==> config.mk <==
export PLATFORM = sky130hd
export DESIGN_NAME = adc_ladder_button_debouncer_core_flat
export DESIGN_NICKNAME = d
export VERILOG_FILES = /design/src/hw/rtl/albd_pkg.sv /design/src/hw/rtl/albd_if.sv /design/src/hw/rtl/albd_cfg_regs.sv /design/src/hw/rtl/albd_match.sv /design/src/hw/rtl/albd_counters.sv /design/src/hw/rtl/adc_ladder_button_debouncer_core.sv /design/src/flat_wrapper.sv
export SDC_FILE = /design/constraint.sdc
export NUM_CORES = 1
export LEC_CHECK = 0
export BUFFER_PORTS_ARGS = -buffer_cell sky130_fd_sc_hd__buf_2
export CORE_MARGIN = 8
export CORE_UTILIZATION = 46
export CTS_CLUSTER_SIZE = 12
export DETAILED_ROUTE_END_ITERATION = 8
export PLACE_DENSITY = 0.66
export SLEW_MARGIN = 20
export SYNTH_ARGS = -nofsm -noshare
export SYNTH_HDL_FRONTEND = slang
export SYNTH_SLANG_ARGS = --single-unit
==> constraint.sdc <==
create_clock -name clock -period 4.5 [get_ports clock]
set_input_delay 1.35 -clock clock [delete_from_list [all_inputs] [get_ports clock]]
set_output_delay 1.35 -clock clock [all_outputs]
set_load 0.03 [all_outputs]
==> src/hw/rtl/albd_pkg.sv <==
package albd_pkg;

   // button count and field widths
   localparam int NUM_BUTTONS = 5;
   localparam int SAMPLE_W    = 12;
   localparam int WINDOW_W    = 2 * SAMPLE_W;
   localparam int COUNT_W     = 6;
   localparam int BTN_IDX_W   = (NUM_BUTTONS > 1) ? $clog2(NUM_BUTTONS) : 1;
   localparam int CSR_IDX_W   = $clog2(NUM_BUTTONS + 2);
   localparam int CSR_DATA_W  = WINDOW_W;

   // register indexes: windows first, then the two levels
   localparam logic [CSR_IDX_W-1:0] REG_PRESS_LEVEL   = CSR_IDX_W'(NUM_BUTTONS);
   localparam logic [CSR_IDX_W-1:0] REG_RELEASE_FLOOR = CSR_IDX_W'(NUM_BUTTONS + 1);

   // level reset values
   localparam logic [COUNT_W-1:0] PRESS_LEVEL_RESET   = COUNT_W'(50);
   localparam logic [COUNT_W-1:0] RELEASE_FLOOR_RESET = COUNT_W'(10);

   typedef logic [WINDOW_W-1:0]                   window_type;
   typedef logic [NUM_BUTTONS-1:0][WINDOW_W-1:0]  window_array_type;
   typedef logic [NUM_BUTTONS-1:0]                button_mask_type;

   typedef struct packed {
      window_array_type     windows;
      logic [COUNT_W-1:0]   press_level;
      logic [COUNT_W-1:0]   release_floor;
   } cfg_type;

   typedef struct packed {
      logic                 hit;
      logic [BTN_IDX_W-1:0] index;
   } match_type;

   // window reset values: (0,50) (100,200) (300,450) (600,750) (1400,1500)
   function automatic window_type window_reset(input int i);
      window_type w;
      case (i)
         0:       w = WINDOW_W'(204800);
         1:       w = WINDOW_W'(819300);
         2:       w = WINDOW_W'(1843500);
         3:       w = WINDOW_W'(3072600);
         4:       w = WINDOW_W'(6145400);
         default: w = '0;
      endcase
      return w;
   endfunction

endpackage

==> src/hw/rtl/albd_if.sv <==
interface albd_req_if;
   import albd_pkg::*;
   logic                valid;
   logic                ready;
   logic [SAMPLE_W-1:0] sample;

   modport source (output valid, output sample, input ready);
   modport sink   (input valid, input sample, output ready);
endinterface

interface albd_rsp_if;
   import albd_pkg::*;
   logic            valid;
   logic            ready;
   button_mask_type held_buttons;
   button_mask_type pressed_buttons;

   modport source (output valid, output held_buttons, output pressed_buttons, input ready);
   modport sink   (input valid, input held_buttons, input pressed_buttons, output ready);
endinterface

interface albd_csr_if;
   import albd_pkg::*;
   logic                  valid;
   logic                  ready;
   logic [CSR_IDX_W-1:0]  index;
   logic [CSR_DATA_W-1:0] data;

   modport source (output valid, output index, output data, input ready);
   modport sink   (input valid, input index, input data, output ready);
endinterface

==> src/hw/rtl/albd_cfg_regs.sv <==
module albd_cfg_regs (
   input  logic              clock,
   input  logic              reset,
   albd_csr_if.sink          csr_bus,
   output albd_pkg::cfg_type cfg
);
   import albd_pkg::*;

   cfg_type cfg_ff;
   cfg_type cfg_in;

   // writes are always taken
   assign csr_bus.ready = 1'b1;

   // register write decode; unknown indexes are dropped
   always_comb begin
      cfg_in = cfg_ff;
      if (csr_bus.valid) begin
         if (csr_bus.index < CSR_IDX_W'(NUM_BUTTONS)) begin
            cfg_in.windows[csr_bus.index[BTN_IDX_W-1:0]] = csr_bus.data[WINDOW_W-1:0];
         end else if (csr_bus.index == REG_PRESS_LEVEL) begin
            cfg_in.press_level = csr_bus.data[COUNT_W-1:0];
         end else if (csr_bus.index == REG_RELEASE_FLOOR) begin
            cfg_in.release_floor = csr_bus.data[COUNT_W-1:0];
         end
      end
   end

   always_ff @(posedge clock) begin
      if (reset) begin
         for (int i = 0; i < NUM_BUTTONS; i++) begin
            cfg_ff.windows[i] <= window_reset(i);
         end
         cfg_ff.press_level   <= PRESS_LEVEL_RESET;
         cfg_ff.release_floor <= RELEASE_FLOOR_RESET;
      end else begin
         cfg_ff <= cfg_in;
      end
   end

   assign cfg = cfg_ff;
endmodule

==> src/hw/rtl/albd_match.sv <==
module albd_match (
   input  logic [albd_pkg::SAMPLE_W-1:0] sample,
   input  albd_pkg::cfg_type             cfg,
   output albd_pkg::match_type           match
);
   import albd_pkg::*;

   button_mask_type in_window;

   // open window compare per button
   always_comb begin
      for (int i = 0; i < NUM_BUTTONS; i++) begin
         in_window[i] = (cfg.windows[i][SAMPLE_W-1:0] < sample) &&
                        (sample < cfg.windows[i][WINDOW_W-1:SAMPLE_W]);
      end
   end

   // lowest matching button wins
   always_comb begin
      match.hit   = 1'b0;
      match.index = '0;
      for (int i = NUM_BUTTONS - 1; i >= 0; i--) begin
         if (in_window[i]) begin
            match.hit   = 1'b1;
            match.index = BTN_IDX_W'(i);
         end
      end
   end
endmodule

==> src/hw/rtl/albd_counters.sv <==
module albd_counters (
   input  logic                      clock,
   input  logic                      reset,
   input  logic                      enable,
   input  albd_pkg::match_type       match,
   input  albd_pkg::cfg_type         cfg,
   output albd_pkg::button_mask_type held_next,
   output albd_pkg::button_mask_type pressed_next
);
   import albd_pkg::*;

   logic [COUNT_W-1:0] counter_ff [NUM_BUTTONS];
   logic [COUNT_W-1:0] counter_in [NUM_BUTTONS];
   button_mask_type    held_ff;
   button_mask_type    held_in;

   // per button counter lane: count up on its own match, decay when nothing matches
   always_comb begin
      held_in = held_ff;
      for (int i = 0; i < NUM_BUTTONS; i++) begin
         counter_in[i] = counter_ff[i];
         if (match.hit) begin
            if (match.index == BTN_IDX_W'(i)) begin
               if (counter_ff[i] >= cfg.press_level) begin
                  counter_in[i] = cfg.press_level;
               end else begin
                  counter_in[i] = counter_ff[i] + COUNT_W'(1);
               end
               held_in[i] = (counter_in[i] >= cfg.press_level);
            end
         end else begin
            if (counter_ff[i] <= cfg.release_floor) begin
               counter_in[i] = cfg.release_floor;
            end else begin
               counter_in[i] = counter_ff[i] - COUNT_W'(1);
            end
            held_in[i] = 1'b0;
         end
      end
   end

   always_ff @(posedge clock) begin
      if (reset) begin
         for (int i = 0; i < NUM_BUTTONS; i++) begin
            counter_ff[i] <= '0;
         end
         held_ff <= '0;
      end else if (enable) begin
         counter_ff <= counter_in;
         held_ff    <= held_in;
      end
   end

   // held_ff is last tick's held set
   assign held_next    = held_in;
   assign pressed_next = held_in & ~held_ff;
endmodule

==> src/hw/rtl/adc_ladder_button_debouncer_core.sv <==
// Path: a request is accepted into the sample register and is answered once it
// moves on into the response register.
// Throughput: one request per cycle while the response side is not stalled;
// the window compare and counter update sit in a single stage between those two registers.
// Reset: synchronous; counters and held bits clear, windows and levels take
// their default values, both pipeline stages empty.
module adc_ladder_button_debouncer_core (
   input logic       clock,
   input logic       reset,
   albd_req_if.sink  req_bus,
   albd_rsp_if.source rsp_bus,
   albd_csr_if.sink  csr_bus
);
   import albd_pkg::*;

   cfg_type             cfg;
   match_type           match;
   button_mask_type     held_next;
   button_mask_type     pressed_next;

   logic                s1_valid_ff;
   logic                s1_valid_in;
   logic [SAMPLE_W-1:0] s1_sample_ff;
   logic                rsp_valid_ff;
   logic                rsp_valid_in;
   button_mask_type     rsp_held_ff;
   button_mask_type     rsp_pressed_ff;
   logic                advance;
   logic                req_take;

   albd_cfg_regs u_cfg_regs (
      .clock   (clock),
      .reset   (reset),
      .csr_bus (csr_bus),
      .cfg     (cfg)
   );

   albd_match u_match (
      .sample (s1_sample_ff),
      .cfg    (cfg),
      .match  (match)
   );

   albd_counters u_counters (
      .clock        (clock),
      .reset        (reset),
      .enable       (advance),
      .match        (match),
      .cfg          (cfg),
      .held_next    (held_next),
      .pressed_next (pressed_next)
   );

   // pipeline flow control
   assign advance       = s1_valid_ff && (!rsp_valid_ff || rsp_bus.ready);
   assign req_bus.ready = !s1_valid_ff || !rsp_valid_ff || rsp_bus.ready;
   assign req_take      = req_bus.valid && req_bus.ready;

   always_comb begin
      s1_valid_in = s1_valid_ff;
      if (req_take) begin
         s1_valid_in = 1'b1;
      end else if (advance) begin
         s1_valid_in = 1'b0;
      end
   end

   always_comb begin
      rsp_valid_in = rsp_valid_ff;
      if (advance) begin
         rsp_valid_in = 1'b1;
      end else if (rsp_bus.ready) begin
         rsp_valid_in = 1'b0;
      end
   end

   // control registers
   always_ff @(posedge clock) begin
      if (reset) begin
         s1_valid_ff  <= 1'b0;
         rsp_valid_ff <= 1'b0;
      end else begin
         s1_valid_ff  <= s1_valid_in;
         rsp_valid_ff <= rsp_valid_in;
      end
   end

   // payload registers
   always_ff @(posedge clock) begin
      if (req_take) begin
         s1_sample_ff <= req_bus.sample;
      end
      if (advance) begin
         rsp_held_ff    <= held_next;
         rsp_pressed_ff <= pressed_next;
      end
   end

   assign rsp_bus.valid           = rsp_valid_ff;
   assign rsp_bus.held_buttons    = rsp_held_ff;
   assign rsp_bus.pressed_buttons = rsp_pressed_ff;
endmodule

==> src/flat_wrapper.sv <==
// flat-port wrapper written by rule: the top's interface ports become plain ports
module adc_ladder_button_debouncer_core_flat import albd_pkg::*;
  (clock, reset, req_bus_valid, req_bus_sample, req_bus_ready, rsp_bus_valid, rsp_bus_held_buttons, rsp_bus_pressed_buttons, rsp_bus_ready, csr_bus_valid, csr_bus_index, csr_bus_data, csr_bus_ready);
  albd_req_if req_bus_i ();
  albd_rsp_if rsp_bus_i ();
  albd_csr_if csr_bus_i ();
  input logic clock;
  input logic reset;
  input wire logic [$bits(req_bus_i.valid)-1:0] req_bus_valid;
  input wire logic [$bits(req_bus_i.sample)-1:0] req_bus_sample;
  output wire logic [$bits(req_bus_i.ready)-1:0] req_bus_ready;
  output wire logic [$bits(rsp_bus_i.valid)-1:0] rsp_bus_valid;
  output wire logic [$bits(rsp_bus_i.held_buttons)-1:0] rsp_bus_held_buttons;
  output wire logic [$bits(rsp_bus_i.pressed_buttons)-1:0] rsp_bus_pressed_buttons;
  input wire logic [$bits(rsp_bus_i.ready)-1:0] rsp_bus_ready;
  input wire logic [$bits(csr_bus_i.valid)-1:0] csr_bus_valid;
  input wire logic [$bits(csr_bus_i.index)-1:0] csr_bus_index;
  input wire logic [$bits(csr_bus_i.data)-1:0] csr_bus_data;
  output wire logic [$bits(csr_bus_i.ready)-1:0] csr_bus_ready;
  assign req_bus_i.valid = req_bus_valid;
  assign req_bus_i.sample = req_bus_sample;
  assign req_bus_ready = req_bus_i.ready;
  assign rsp_bus_valid = rsp_bus_i.valid;
  assign rsp_bus_held_buttons = rsp_bus_i.held_buttons;
  assign rsp_bus_pressed_buttons = rsp_bus_i.pressed_buttons;
  assign rsp_bus_i.ready = rsp_bus_ready;
  assign csr_bus_i.valid = csr_bus_valid;
  assign csr_bus_i.index = csr_bus_index;
  assign csr_bus_i.data = csr_bus_data;
  assign csr_bus_ready = csr_bus_i.ready;
  adc_ladder_button_debouncer_core u_core (.clock(clock), .reset(reset), .req_bus(req_bus_i), .rsp_bus(rsp_bus_i), .csr_bus(csr_bus_i));
endmodule
Word-level counts from Yosys, hierarchy flattened
Index checks and enable logic that the tools add are counted.
{"block": "word_totals", "regBits": 191, "inputBits": 44, "out_inout_bits": 13, "elab_cells": 147}
{"block": "op_classes", "addsub": 10, "magnitude_cmp": 28, "eq_ne": 11, "mux": 52, "bitwise_logic": 4, "n_reduce_logical": 24}
{"op": "two-way mux 6 bit", "n": 30}
{"op": "bitwise mux 120 bit", "n": 1}
{"op": "< comparator 12 bit", "n": 10}
{"op": "demux 24 bit (select 3 bit)", "n": 1}
{"op": ">= comparator 6 bit", "n": 10}
{"op": "adder 6 x 1 -> 6 bit (second input constant)", "n": 5}
{"op": "less-or-equal comparator 6 bit", "n": 5}
{"op": "subtractor 6 x 1 -> 6 bit (second input constant)", "n": 5}
{"op": "two-way mux 24 bit", "n": 1}
{"op": "two-way mux 4 bit", "n": 5}
{"op": "two-way mux 1 bit", "n": 14}
{"op": "AND reduction 2 bit", "n": 6}
{"op": "inequality test 2 bit (second input constant)", "n": 5}
{"op": "equality test 3 bit (second input constant)", "n": 3}
{"op": "logical AND 1 bit", "n": 8}
{"op": "equality test 3 x 2 -> 1 bit (second input constant)", "n": 2}
{"op": "bitwise AND 5 bit", "n": 1}
{"op": "inverter 5 bit", "n": 1}
{"op": "< comparator 3 x 4 -> 1 bit (second input constant)", "n": 1}
{"op": "AND reduction 4 bit", "n": 1}
{"op": "nonzero test 2 bit", "n": 2}
{"op": "equality test 3 x 1 -> 1 bit (second input constant)", "n": 1}
{"op": ">= comparator 3 x 1 -> 1 bit (second input constant)", "n": 1}
{"op": "logical NOT 3 bit", "n": 1}
{"op": "5 further kinds", "n": 9}

Longest topological paths before layout
{"block": "logic_depth", "depth_word": 14, "mapped_depth": 18, "ltp_nobuf": 18}

Cells and area by module
From an unflattened synthesis, not the netlist that was laid out.
{"block": "hier_totals", "hier_cells": 1482, "hier_area_um2": 13530.5}
{"mod": "albd_cfg_regs", "n_inst": 1, "cells_each": 490, "area_per_inst_um2": 5255.0, "seq_area_each_um2": 2642.5}
{"mod": "albd_counters", "n_inst": 1, "cells_each": 619, "area_per_inst_um2": 4902.2, "seq_area_each_um2": 700.7}
{"mod": "albd_match", "n_inst": 1, "cells_each": 341, "area_per_inst_um2": 2608.8, "seq_area_each_um2": 0.0}
{"mod": "adc_ladder_button_debouncer_core", "n_inst": 1, "cells_each": 32, "area_per_inst_um2": 764.5, "seq_area_each_um2": 700.7}

Least setup slack after synthesis
Ideal clock, no wire load.
{"block": "synth_path", "path_kind": "register -> register", "startpoint": "register u_core.u_counters.counter_ff[0] (netlist name)", "endpoint": "register u_core.rsp_held_ff[4] (netlist: u_core.rsp_bus.held_buttons[4]), data pin", "setup_ns": 0.260, "t_arrival_ns": 3.399, "t_required_ns": 4.240, "setup_slack_ns": 0.842, "path_stages_with_launch": 17, "path_buffers": 0, "period_less_slack_ns": 3.658, "path_cell_list": "dfxtp_1 > inv_1 > ha_1 > nand2b_1 > a21o_1 > a21o_1 > a21oi_1 > o21ai_1 > mux2_2 > ha_1 > a21o_1 > a21o_1 > a21o_1 > a21o_1 > a21o_1 > and2_1 > mux2_2"}
{"block": "synth_via", "elab_chain_len": 7, "word_cells_on_any_way": 8, "classes_between": "add/sub: 1; order compare: 2; mux: 5"}
{"item": "start, declared", "line": "albd_counters.sv:12", "rtl": "logic [COUNT_W-1:0] counter_ff [NUM_BUTTONS];"}
{"item": "start signal, assigned", "line": "albd_counters.sv:49", "rtl": "counter_ff <= counter_in;"}
{"item": "adder 6 x 1 -> 6 bit or >= comparator 6 bit (tied branches)", "line": "albd_counters.sv:27, albd_counters.sv:24"}
{"item": "two-way mux 6 bit *", "line": "albd_counters.sv:24", "rtl": "if (counter_ff[i] >= cfg.press_level) begin"}
{"item": "two-way mux 6 bit *", "line": "albd_counters.sv:23", "rtl": "if (match.index == BTN_IDX_W'(i)) begin"}
{"item": "two-way mux 6 bit *", "line": "albd_counters.sv:22", "rtl": "if (match.hit) begin"}
{"item": ">= comparator 6 bit *", "line": "albd_counters.sv:29", "rtl": "held_in[i] = (counter_in[i] >= cfg.press_level);"}
{"item": "two-way mux 1 bit *", "line": "albd_counters.sv:23"}
{"item": "two-way mux 1 bit *", "line": "albd_counters.sv:22"}
{"item": "named net u_core.held_next[4]", "line": "adc_ladder_button_debouncer_core.sv:18", "rtl": "button_mask_type held_next;"}
{"item": "end signal, assigned", "line": "adc_ladder_button_debouncer_core.sv:94", "rtl": "rsp_held_ff <= held_next;"}
{"item": "end, declared", "line": "adc_ladder_button_debouncer_core.sv:26", "rtl": "button_mask_type rsp_held_ff;"}
Mark *: on every way through the listed nets, which the timed path passes. The rest lies on a longest branch. The select of a mux whose other input is x is not followed.
A chain may end at the register's enable or synchronous reset.

Worst setup path after layout
{"block": "layout_path", "startpoint": "register u_core.u_cfg_regs.cfg_ff (netlist bit u_core.u_cfg_regs.cfg[6])", "endpoint": "register u_core.rsp_pressed_ff[2] (netlist: u_core.rsp_bus.pressed_buttons[2]), data pin"}
{"block": "layout_via", "elab_chain_len": 8}
{"item": "start, declared", "line": "albd_cfg_regs.sv:9", "rtl": "cfg_type cfg_ff;"}
{"item": "start signal, assigned", "line": "albd_cfg_regs.sv:37", "rtl": "cfg_ff <= cfg_in;"}
{"item": ">= comparator 6 bit", "line": "albd_counters.sv:24"}
{"item": "two-way mux 6 bit", "line": "albd_counters.sv:24"}
{"item": "two-way mux 6 bit", "line": "albd_counters.sv:23"}
{"item": "two-way mux 6 bit", "line": "albd_counters.sv:22"}
{"item": ">= comparator 6 bit *", "line": "albd_counters.sv:29"}
{"item": "two-way mux 1 bit *", "line": "albd_counters.sv:23"}
{"item": "two-way mux 1 bit *", "line": "albd_counters.sv:22"}
{"item": "bitwise AND 5 bit *", "line": "albd_counters.sv:56", "rtl": "assign pressed_next = held_in & ~held_ff;"}
{"item": "named net u_core.pressed_next[2]", "line": "adc_ladder_button_debouncer_core.sv:19", "rtl": "button_mask_type pressed_next;"}
{"item": "end signal, assigned", "line": "adc_ladder_button_debouncer_core.sv:95", "rtl": "rsp_pressed_ff <= pressed_next;"}
{"item": "end, declared", "line": "adc_ladder_button_debouncer_core.sv:27", "rtl": "button_mask_type rsp_pressed_ff;"}
Marks and branches as above.

==> key figures <==
Status
  – Status: finished clean

Detailed routing
  – Total vias in the final route: 11500
  – Metal2 WL: roughly 18000 um
  – Detail Route Antenna Nets: 0
  – DR DRC count: 0
  – Router iterations before antenna repair: 5
  – WL met3: around 2200 um
  – Routed len/inst: approximately 18 um
  – Highest metal used: met4
  – Initial DRC Count: 697
  – Post-Route M1 WL: roughly 16000 um
  – Vias per std cell: between 5 and 6
  – Final wirelength: approximately 37000 um

Setup path
  – Crit path required time: 4.67 ns
  – Worst Path Max Fanout: 15
  – R2R Path Start: u_core.u_cfg_regs.cfg[6]
  – Crit Path Class: reg -> reg
  – Setup crit start: u_core.u_cfg_regs.cfg[6]
  – Worst setup EP type: flip-flop
  – CP Data Arrival Time: 4.30 ns
  – Startpoint Class: flip-flop

Timing
  – Fin. Hold Viols: 0
  – Setup TNS: 0 ns
  – Final number of max-transition violations: 0
  – Period utilisation layout: around nine tenths
  – RSZ-0062 raised after global routing: false
  – Minimum clock period: roughly 4.1 ns
  – Relative slew slack: roughly a quarter
  – # setup viols final: 0
  – Pin slew with the least headroom to its limit: between 1 and 1.5 ns
  – Fmax: 242 MHz
  – Fin Clk Skew: between 0.015 and 0.02 ns

Place
  – Area post-placement: approximately 0.014 mm2
  – RePlAce Congestion: between 0.9 and 1
  – Port bufs: between 50 and 60
  – Dpl hpwl: ~26000 um

Logic synthesis
  – Average cell area after synthesis: 8.14 um2
  – Mapped Area: between 0.01 and 0.015 mm2
  – Net Count, Synth: 1851
  – Register area share after synthesis: between 30 and 40%
  – Synth area leader: dfxtp_1
  – Yosys warnings: 0
  – Top cells by area, synth: dfxtp_1 26%, ha_1 20%, nand2_1 9.5%, a21oi_1 5.8%, edfxtp_1 5.1%
  – Synthesized flop and latch total: approximately 190
  – Mapped Cells: ~1600
  – Post-synth top area share: between 20% and 30%
  – Post-synth EDFFs: 22
  – FFs w/ async S/R, synth: 0%
  – Synth cell types: 61
  – Top FF cell, synth: dfxtp_1

Final layout
  – NumNets Final: 1891
  – Final instance area: roughly 0.014 mm2
  – Synth-to-Final Area Change: 10.3%
  – Layout cells sized above 1: 8.67%

CTS
  – CTS Sinks: ~190
  – CTS HTree Levels: 4
  – CTS Buf Count: 17
  – Worst-Skew Late Latency: 0.45 ns
  – Worst-case clock buffer depth: 2
  – CTS Hold Bufs: 0
  – PostCTS Resize Cnt: 0
  – Clk slew on worst S/H paths: around 0.08 ns
  – CTS tree: yes
  – Post-CTS setup buffers: 0
  – Clk root buf: clkbuf_16

GRT
  – Total Routing Usage GR: 22.0%
  – Vias in the first global route: roughly 11000
  – GRT Residual Overflow: 0
  – First-pass GRT wire length: a little under 60000 um
  – Antenna violations before repair: 0
  – Largest net degree at the start of global routing: between 70 and 80

Pwr
  – NetSw: about 1.4 mW
  – Comb power frac: about a fifth
  – Sw Ratio: 32.3%
  – Static Leak: 6.31 nW
  – Internal power: about 2.8 mW
  – Peak VDD IR: around 0.26 mV
  – Clock share of power: roughly 37%
  – Seq pwr share: around 44%
  – Pwr dens: 293 mW/mm2

Die
  – Die area: around 0.034 mm2
  – Num rows: around 60
  – Die Width: between 150 and 200 um
  – Core area: approximately 0.028 mm2
  – Die Height: 184 um
  – Starting Density: 46.8%
  – Io pins: 57

Job
  – Max-cap violation count: 0

Hold path
  – HP Class: reg -> reg
  – Worst hold start: u_core.u_cfg_regs.cfg[125]
[cells in the mapped netlist (3+ instances only)]
master and count:
a2111oi_0 4, ha_1 210, buf_4 3, xor2_1 19, or3_1 8, a311oi_1 23
nor3_1 35, and3_1 5, a211oi_1 19, a21boi_1 3, and4_1 9, nand3_1 85
nand2_1 329, xnor2_1 21, inv_1 90, dfxtp_1 169, o211ai_1 28, edfxtp_1 22
o21a_1 7, clkbuf_1 54, a21o_1 36, nor2b_1 14, buf_1 4, o32ai_1 4
nand2b_1 22, mux2_2 6, a31oi_1 4, o21ai_0 52, nor2_1 56, nand4_1 9
o21ai_1 20, o311a_1 4, o31ai_1 6, mux2i_1 28, a21oi_1 150, buf_6 5
[power by group through the flow]
stage / logic [mW] / registers [mW] / clock network, mW
floorplan: 0.577 / 1.88 / 0
CTS: 0.801 / 1.86 / 1.56
detailed placement: 0.795 / 1.90 / 0
global placement: 0.776 / 1.90 / 0
finish: 0.805 / 1.86 / 1.54
global route: 0.909 / 1.87 / 1.63
[metal layers]
layer	GRT usage, %	up-vias
met1	27.0	5368
met5	0	-
met4	7.13	0
met3	3.60	54
met2	38.8	354
li1	-	5740
[per-stage QoR]
stage / cells / setup slack [ns] / utilization (%) / power (mW) / hold slack, ns
3_3_place_gp: 1995 / 0.570 / 49.3 / 2.67 / 0.436
2_1_floorplan: 1597 / 0.842 / - / 2.45 / 0.431
6_report: 2029 / 0.375 / 51.6 / 4.21 / 0.455
5_1_grt: 2028 / 0.00568 / 51.6 / 4.40 / 0.468
3_5_place_dp: 1995 / 0.404 / 49.4 / 2.69 / 0.444
4_1_cts: 2027 / 0.381 / 51.6 / 4.22 / 0.455
[critical path, cell delays in order, from the launching register on]
cell	delay (ns)
dfxtp_1	0.72
ha_1	0.34
nand2b_1	0.14
a21o_1	0.17
a21o_1	0.16
a21oi_1	0.16
o21ai_1	0.28
nor2_1	0.22
a21oi_1	0.06
ha_1	0.31
nand2b_1	0.14
a21o_1	0.17
a21o_1	0.17
a21o_1	0.16
a21oi_1	0.14
nor2b_1	0.07
o311ai_1	0.37
nor2_1	0.08
[cell families (layout without fill, tap and decap cells)]
logic type | after synthesis | count (layout) | synth area share (%)
fa+ha+maj | 210 | 210 | 20.2
flops | 191 | 191 | 31.1
mux | 34 | 34 | 2.68
buf+inv | 159 | 212 | 4.98
compound gates | 375 | 375 | 18.0
simple gates | 587 | 587 | 20.3
other cells | 1 | 2 | 0.0288
xor+xnor | 40 | 40 | 2.69
[sequential cells by signal, indices dropped and copies added, names as in the netlist]
register                        flops
u_core.rsp_bus.pressed_buttons      5
u_core.u_counters.held_ff           5
u_core.rsp_bus.held_buttons         5
u_core.rsp_bus.valid                1
u_core.s1_sample_ff                12
u_core.u_counters.counter_ff       30
u_core.s1_valid_ff                  1
u_core.u_cfg_regs.cfg             132
[layout by cell type, fill, tap and decap left out, types with 5 or more instances in the layout]
cell type,n
or3_1,8
o21ai_1,20
xor2_1,19
nor3_1,33
ha_1,210
a311oi_1,23
buf_4,34
clkbuf_16,17
mux2i_1,28
mux2_2,6
and3_1,5
o21a_1,7
o31ai_1,6
nor2b_1,14
nor2_1,54
clkinv_8,6
nand2_1,329
o211ai_1,28
buf_2,54
nand2b_1,22
nand3_1,85
edfxtp_1,22
inv_1,89
nand4_1,9
a21oi_1,150
and4_1,9
o21ai_0,52
a211oi_1,19
dfxtp_1,169
xnor2_1,21
a21o_1,36
[area by class of cell]
type / instances / area, um2
fillers: 2677 / 13400
multi-input cells: 1247 / 8340
flip-flops and latches: 191 / 4040
repair buffers: 89 / 537
well taps: 378 / 473
clock buffers: 17 / 425
inverters: 91 / 342
clock inverters: 15 / 178
diodes: 1 / 2.50
[path summary, 6_finish.rpt]
kind	cells past startpoint	endpoint	slack [ns]
worst min register to register	2	u_core.u_cfg_regs.cfg[125]	0.45
worst max-delay path	17	u_core.rsp_bus.pressed_buttons[2]	0.38
worst min-delay path	2	u_core.u_cfg_regs.cfg[125]	0.45
worst max register to register	17	u_core.rsp_bus.pressed_buttons[2]	0.38
Note: power is estimated with default switching activity, not from simulation.
